File: src/rtl/gbvw_pkg.sv
// Shared types and constants for the Gaussian beam volume weighting block.
`timescale 1ns / 1ps
package gbvw_pkg;

  localparam int SAMPLE_BITS      = 32;
  localparam int WEIGHT_FRAC_BITS = 24;

  localparam int CFG_W     = 25;
  localparam int CFG_IDX_W = 3;

  localparam logic [CFG_IDX_W-1:0] REG_PEAK     = 3'd0;
  localparam logic [CFG_IDX_W-1:0] REG_WAIST    = 3'd1;
  localparam logic [CFG_IDX_W-1:0] REG_RAYLEIGH = 3'd2;
  localparam logic [CFG_IDX_W-1:0] REG_RSTEP    = 3'd3;
  localparam logic [CFG_IDX_W-1:0] REG_ASTEP    = 3'd4;
  localparam logic [CFG_IDX_W-1:0] REG_ORIGIN   = 3'd5;
  localparam logic [CFG_IDX_W-1:0] REG_TSAMP    = 3'd6;
  localparam logic [CFG_IDX_W-1:0] REG_RPTS     = 3'd7;

  localparam int FQ_DEPTH = 4;
  localparam int FQ_AW    = 2;

  localparam int DIV_NUM_W = 64;
  localparam int DIV_DEN_W = 33;
  localparam int DIV_CNT_W = 6;

  // exp(-1) in Q32 as the truncated 12-term series yields it
  localparam logic [30:0] E1_Q32 = 31'd1580030169;

  typedef struct packed {
    logic [23:0]        peak;
    logic [19:0]        waist;
    logic [23:0]        rayleigh;
    logic [19:0]        rstep;
    logic [19:0]        astep;
    logic signed [24:0] origin;
    logic [15:0]        tsamp;
    logic [11:0]        rpts;
  } cfg_t;

  typedef struct packed {
    logic [31:0] sample;
    logic        need_w;
    logic [11:0] ridx;
    logic [15:0] zidx;
  } job_t;

  typedef struct packed {
    logic valid;
    job_t head;
  } fq_status_t;

  typedef struct packed {
    logic                 start;
    logic [DIV_NUM_W-1:0] num;
    logic [DIV_DEN_W-1:0] den;
  } div_req_t;

  typedef struct packed {
    logic                 busy;
    logic                 done;
    logic [DIV_NUM_W-1:0] quo;
  } div_rsp_t;

endpackage

File: src/rtl/gbvw_front.sv
// Front end: index tracking, pair classification and the job queue.
`timescale 1ns / 1ps
module gbvw_front import gbvw_pkg::*; (
  input  logic               clk,
  input  logic               rst_n,
  input  cfg_t               cfg,
  input  logic signed [31:0] in_sample,
  input  logic               in_volume_start,
  input  logic               in_push,
  output logic               in_full,
  output fq_status_t         fq,
  input  logic               fq_pop
);

  logic [15:0] t_idx_r, t_idx_nxt;
  logic [11:0] r_idx_r, r_idx_nxt;
  logic [15:0] z_idx_r, z_idx_nxt;
  logic [15:0] t_cur, t_inc, nt;
  logic [11:0] r_cur, r_inc, nr;
  logic [15:0] z_cur;
  logic        accept;

  job_t             mem_r [FQ_DEPTH];
  logic [FQ_AW-1:0] wp_r, rp_r;
  logic [FQ_AW:0]   cnt_r, cnt_nxt;

  assign in_full = (cnt_r == (FQ_AW+1)'(FQ_DEPTH));
  assign accept  = in_push && !in_full;

  always_comb begin
    t_cur = in_volume_start ? 16'd0 : t_idx_r;
    r_cur = in_volume_start ? 12'd0 : r_idx_r;
    z_cur = in_volume_start ? 16'd0 : z_idx_r;
    nt    = (cfg.tsamp == 16'd0) ? 16'd1 : cfg.tsamp;
    nr    = (cfg.rpts == 12'd0) ? 12'd1 : cfg.rpts;
    t_inc = t_cur + 16'd1;
    r_inc = r_cur + 12'd1;
    t_idx_nxt = t_inc;
    r_idx_nxt = r_cur;
    z_idx_nxt = z_cur;
    if (t_inc == 16'd0 || t_inc >= nt) begin
      t_idx_nxt = 16'd0;
      if (r_inc == 12'd0 || r_inc >= nr) begin
        r_idx_nxt = 12'd0;
        z_idx_nxt = z_cur + 16'd1;
      end else begin
        r_idx_nxt = r_inc;
      end
    end
  end

  always_comb begin
    cnt_nxt = cnt_r;
    if (accept && !fq_pop) cnt_nxt = cnt_r + (FQ_AW+1)'(1);
    else if (!accept && fq_pop) cnt_nxt = cnt_r - (FQ_AW+1)'(1);
  end

  always_ff @(posedge clk) begin
    if (!rst_n) begin
      t_idx_r <= '0;
      r_idx_r <= '0;
      z_idx_r <= '0;
      wp_r    <= '0;
      rp_r    <= '0;
      cnt_r   <= '0;
    end else begin
      cnt_r <= cnt_nxt;
      if (accept) begin
        t_idx_r <= t_idx_nxt;
        r_idx_r <= r_idx_nxt;
        z_idx_r <= z_idx_nxt;
        wp_r    <= wp_r + FQ_AW'(1);
      end
      if (fq_pop) rp_r <= rp_r + FQ_AW'(1);
    end
  end

  always_ff @(posedge clk) begin
    if (accept) begin
      mem_r[wp_r].sample <= in_sample;
      mem_r[wp_r].need_w <= (t_cur == 16'd0);
      mem_r[wp_r].ridx   <= r_cur;
      mem_r[wp_r].zidx   <= z_cur;
    end
  end

  assign fq.valid = (cnt_r != '0);
  assign fq.head  = mem_r[rp_r];

endmodule

File: config.mk
export PLATFORM = sky130hd
export DESIGN_NAME = gbvw_front
export DESIGN_NICKNAME = d
export VERILOG_FILES = /design/src/rtl/gbvw_pkg.sv /design/src/rtl/gbvw_front.sv
export SDC_FILE = /design/constraint.sdc
export NUM_CORES = 1
export LEC_CHECK = 0
export BUFFER_PORTS_ARGS = -buffer_cell sky130_fd_sc_hd__buf_4
export CAP_MARGIN = 30
export CORE_UTILIZATION = 39
export CTS_CLUSTER_DIAMETER = 40
export DETAILED_ROUTE_END_ITERATION = 10
export PLACE_DENSITY = 0.67
export SLEW_MARGIN = 20
export SYNTH_ARGS = -nofsm -noshare
export SYNTH_HDL_FRONTEND = slang
export SYNTH_SLANG_ARGS = --single-unit
File: constraint.sdc
create_clock -name clk -period 4.8 [get_ports clk]
set_clock_uncertainty 0.05 [all_clocks]
set_input_delay 0.72 -clock clk [delete_from_list [all_inputs] [get_ports clk]]
set_output_delay 0.72 -clock clk [all_outputs]
set_load 0.02 [all_outputs]
==> After elaboration in Yosys (flattened, before gate mapping) <==
Memory sizes are Yosys's and may differ from the RTL's. A register that Yosys moved wholly into a read port is not among the register bits.
Cells that the tools add are included.
{ "word_totals": {"regBits": 51, "latchBits": 0, "ramBits": 244, "romBits": 0, "inputBits": 198, "out_inout_bits": 63, "word_cells": 48, "memories": 1} }
{ "classes": {"addsub": 7, "mul": 0, "div": 0, "magnitude_cmp": 2, "eq_ne": 1, "shift": 0, "muxes": 16, "bitwise": 0, "n_reduce_logical": 15} }
{ "mem_list": {"columns": ["name", "words", "width", "read_ports", "rd_clocked_by_memory_dff", "write_ports", "line_no", "text"], "rows": [
  ["mem_r", 4, 61, 1, 1, 1, "gbvw_front.sv:23", "job_t mem_r [FQ_DEPTH];"]
]} }
{ "ops": {"columns": ["op", "n"], "rows": [
  ["$mux 16", 6],
  ["$logic_not 16->1", 3],
  ["$mux 12", 4],
  ["$add 16x1->16 const B", 2],
  ["$logic_not 12->1", 2],
  ["$ge 16x16->1", 1],
  ["$add 12x1->12 const B", 1],
  ["$ge 12x12->1", 1],
  ["$mux 3", 2],
  ["$add 2x1->2 const B", 2],
  ["$mux 2", 2],
  ["$add 3x1->3 const B", 1],
  ["$eq 3x3->1 const B", 1],
  ["$logic_and 1x1->1", 3],
  ["$logic_not 1->1", 3],
  ["$reduce_bool 3->1", 1],
  ["$sub 3x1->3 const B", 1],
  ["$logic_or 1x1->1", 2],
  ["$mux 1", 2],
  ["$reduce_bool 2->1", 1]
]} }

==> Longest topological paths before layout <==
{ "depth": {"word_depth": 7, "ltp_mapped": 23, "depth_no_buf": 16} }

==> Worst setup path before layout <==
No wires, ideal clock.
{ "synth_path": {"path_type": "in2reg", "startpoint": "in in_volume_start", "endpoint": "reg z_idx_r[6]", "setup_time_ns": 0.071, "arrival_time_ns": 5.156, "required_ns": 4.679, "setup_slack_ns": -0.476, "cell_stages": 21, "n_path_buf": 6, "cell_sequence": "clkbuf_1 clkbuf_1 buf_1 buf_1 clkbuf_1 nor2b_1 ha_1 nand3_1 clkbuf_1 nor2_1 nand3_1 xor2_1 nor2_1 ha_1 nand4_1 or2_2 nor4b_1 a211o_2 nor2_4 or4_1 a21oi_1"} }
{ "synth_via": {"elab_chain_cells": 6, "word_cells_on_any_way": 14, "cone_classes": "3 x add/sub; 2 x order compare; 5 x mux; 4 x reduce/logical"} }
{ "synth_rtl": {"columns": ["item", "line_no", "text"], "rows": [
  ["start, declared", "gbvw_front.sv:8", "input logic in_volume_start,"],
  ["$mux 12", "gbvw_front.sv:32", "r_cur = in_volume_start ? 12'd0 : r_idx_r;"],
  ["$add 12x1->12", "gbvw_front.sv:37", "r_inc = r_cur + 12'd1;"],
  ["$ge 12x12->1 or $logic_not 12->1 (tied branches)", "gbvw_front.sv:43", "if (r_inc == 12'd0 || r_inc >= nr) begin"],
  ["$logic_or 1x1->1", "gbvw_front.sv:43", null],
  ["$mux 16", "gbvw_front.sv:43", null],
  ["$mux 16 (*)", "gbvw_front.sv:41", "if (t_inc == 16'd0 || t_inc >= nt) begin"],
  ["end signal, assigned", "gbvw_front.sv:71", "z_idx_r <= z_idx_nxt;"],
  ["end, declared", "gbvw_front.sv:17", "logic [15:0] z_idx_r, z_idx_nxt;"]
]} }
Mark *: on every way between the ends. The rest lies on a longest branch, timed or not.
A chain may end at the register's enable or synchronous reset.

==> Worst setup path after layout <==
Same ends and word-level chain as after synthesis.

==> results.json <==
{
  "slew_headroom": 0.428,
  "outcome": "complete, no violations",
  "synth_commonest_cells": "edfxtp_1, mux4_2, dfxtp_1, nand2_1, nand3_1",
  "area_growth_pct": 21.8,
  "fp-row-count": 66,
  "cts_max_level": 2,
  "vias_per_cell": 5.23,
  "peakVddDrop_v": 0.000229,
  "cts_resized": 0,
  "grt_use_total": 0.159,
  "multi_input_area_mm2": 0.00439,
  "crit_chain": "buf_4 -> nand2b_1 -> inv_1 -> ha_1 -> nand3_1 -> or4_1 -> a21oi_2 -> ha_1 -> nand4_1 -> or2_2 -> nor4b_1 -> a211o_2 -> buf_12 -> nor2_4 -> or4_1 -> a21oi_1",
  "grt_pass1_wl_um": 42800,
  "worstPathMaxFanout": 13,
  "first_iter_violations": 369,
  "synth_adder_area_share": 0.0366,
  "seqPwrFrac": 0.459,
  "max-cap-violations": 0,
  "yosysSeqAreaShare": 0.638,
  "use_met3": 0.0297,
  "syn-num-nets": 1130,
  "critPathCaptureType": "flop",
  "power_switching_mw": 1.66,
  "cts_sinks": 297,
  "io_pins": 261,
  "synth_warnings": 0,
  "grt_pass1_vias": 8023,
  "synthDistinctLibCells": 72,
  "cp_slowest_stage_delay_ns": 0.56,
  "vias": 7935,
  "netlist_area_mm2": 0.0132,
  "n_fill_cell": 2822,
  "drc": 0,
  "fp.coreArea_mm2": 0.0329,
  "ant_nets": 0,
  "cts_tree": "done",
  "cts_buffers": 38,
  "grt_max_degree": 55,
  "synthMuxAreaShare": 0.116,
  "synthTopCellsByArea": "edfxtp_1, mux4_2, dfxtp_1, ha_1, nand3_1",
  "hold_viol": 0,
  "cts_buffer_depth": 3,
  "synth_ff_type": "edfxtp_1",
  "io_buffers": 127,
  "seqCellArea_mm2": 0.00839,
  "finalSetupViolCount": 0,
  "grt-ovfl-total": 0,
  "synthesis.instances": 895,
  "synthSimpleGateAreaFrac": 0.107,
  "synthArstFlopShare": 0,
  "met2_usage": 0.275,
  "power_mw": 6.73,
  "hold_ws_ns": 0.361,
  "antenna_found_initial": 0,
  "worst-setup-path-type": "input pin to flop",
  "comb_power_share": 0.145,
  "hold_path.class": "input pin to flop",
  "syn_avg_cell_area_um2": 14.7,
  "yosysMostFrequentCell": "edfxtp_1",
  "clk_pin_slew_ns": 0.06,
  "die_w_um": 186,
  "power_density_mw_per_mm2": 420,
  "fin_crit_sh": 0.868,
  "die-area_mm2": 0.0345,
  "ys_seq_elements": 297,
  "synth_compound_area_frac": 0.0564,
  "internal_power_mw": 5.07,
  "power_switching_share": 0.247,
  "period_needed_ns": 4.17,
  "max_freq_mhz": 240,
  "crit_path_top_delay_cell": "or4_1",
  "yosys.area.top_type_share": 0.557,
  "dr.pass1.iters": 5,
  "postCtsSetupBuffers": 0,
  "wl_um": 27200,
  "drive_gt1_frac": 0.283,
  "insertion_delay_ns": 0.50,
  "synth_xor_area_frac": 0.0166,
  "die_y_um": 186,
  "power.leakage_nw": 5.75,
  "nNetsFinal": 1282,
  "worstPathArrival_ns": 4.54,
  "power_frac_clock": 0.396,
  "startpoint_type": "input pin",
  "top_usage_layer": "met2",
  "grt_util_met1": 0.204,
  "synth_edf_count": 244,
  "initial_core_util": 0.400,
  "yosys.area.top_type": "edfxtp_1",
  "slew_viol_final": 0,
  "setup-tns-final_ns": 0,
  "cts_hold_buf": 0,
  "rsz0062_at_grt": "no",
  "routabilityCongestion": 0.840,
  "wl_per_cell_um": 17.9,
  "diodes": 0,
  "clock-root-buffer": "clkbuf_16",
  "synth_top_family_by_area": "multiplexers",
  "tightestPinTransition_ns": 0.858,
  "required_ns": 5.18,
  "hpwl_um": 17900
}
-- final timing paths --
kind                        start      endpoint  slack [ns]  cells past startpoint
setup / recovery  in_volume_start    z_idx_r[6]        0.63                     16
hold / removal       in_sample[4]  mem_r[3][33]        0.36                      1
setup reg to reg       t_idx_r[0]    z_idx_r[6]        0.64                     15
hold reg to reg        z_idx_r[0]    z_idx_r[0]        0.43                      2
-- through the flow --
stage	setup slack [ns]	util	std cells	area, µm²
final	0.635	0.487	1518	16000
after global placement	0.246	0.451	1449	14800
after detailed placement	0.206	0.451	1449	14800
after CTS	0.693	0.487	1518	16000
after global routing	0.374	0.487	1518	16000
after floorplan	0.0428	-	895	13200
-- layout make-up --
type	instances	area share
multi-input combinational	505	0.274
clock inverter	19	0.0112
clock buffer	50	0.0635
timing repair buffer	164	0.0831
sequential	297	0.524
tap	442	0.0345
inverter	41	0.00961
-- logic make-up (layout without fill, tap and decap cells) --
logic type                 after synthesis  count (layout)
muxes                                   76              76
adders and majority gates               38              38
xor gates and xnor gates                25              25
DFF                                    297             297
buffers and inverters                   93             274
and+or+nand+nor                        262             262
AOI/OAI and AO/OA                      104             104
-- power by group through the flow --
stage / registers, mW / logic [mW] / clock network [mW]
global route: 3.11 / 1.05 / 2.82
detailed placement: 3.15 / 0.991 / 0
finish: 3.09 / 0.973 / 2.66
global placement: 3.14 / 0.981 / 0
floorplan: 3.11 / 0.586 / 0
CTS: 3.10 / 0.996 / 2.73
-- flip-flops by register name, summed over array words and instances (netlist names), named ones only --
register,flops
mem_r,244
t_idx_r,16
z_idx_r,16
r_idx_r,12
cnt_r,3
rp_r,2
wp_r,2
-- metal layers --
| layer | wire length, µm | vias up |
|---|---|---|
| met1 | 11800 | 3960 |
| met4 | 477 | 0 |
| met5 | 0 | - |
| met3 | 1430 | 43 |
| li1 | - | 3759 |
| met2 | 13400 | 173 |
-- critical path: cells and delay by family --
kind / cells / cell delay, ns
buf+inv: 3 / 0.42
simple gates: 8 / 2.39
compound gates: 3 / 0.62
fa+ha+maj: 2 / 0.40
-- cell usage in the layout, fill, tap and decap left out, drive strengths merged, types with 21 or more instances in the layout --
master / Yosys / routed
a21oi: 30 / 30
buf: 22 / 164
clkbuf: 30 / 50
dfxtp: 53 / 53
edfxtp: 244 / 244
ha: 36 / 36
inv: 40 / 47
mux4: 61 / 61
nand2: 53 / 53
nand3: 46 / 46
nor2: 41 / 41
nor2b: 27 / 27
nor3: 21 / 21
(Power assumes the default switching activity.)
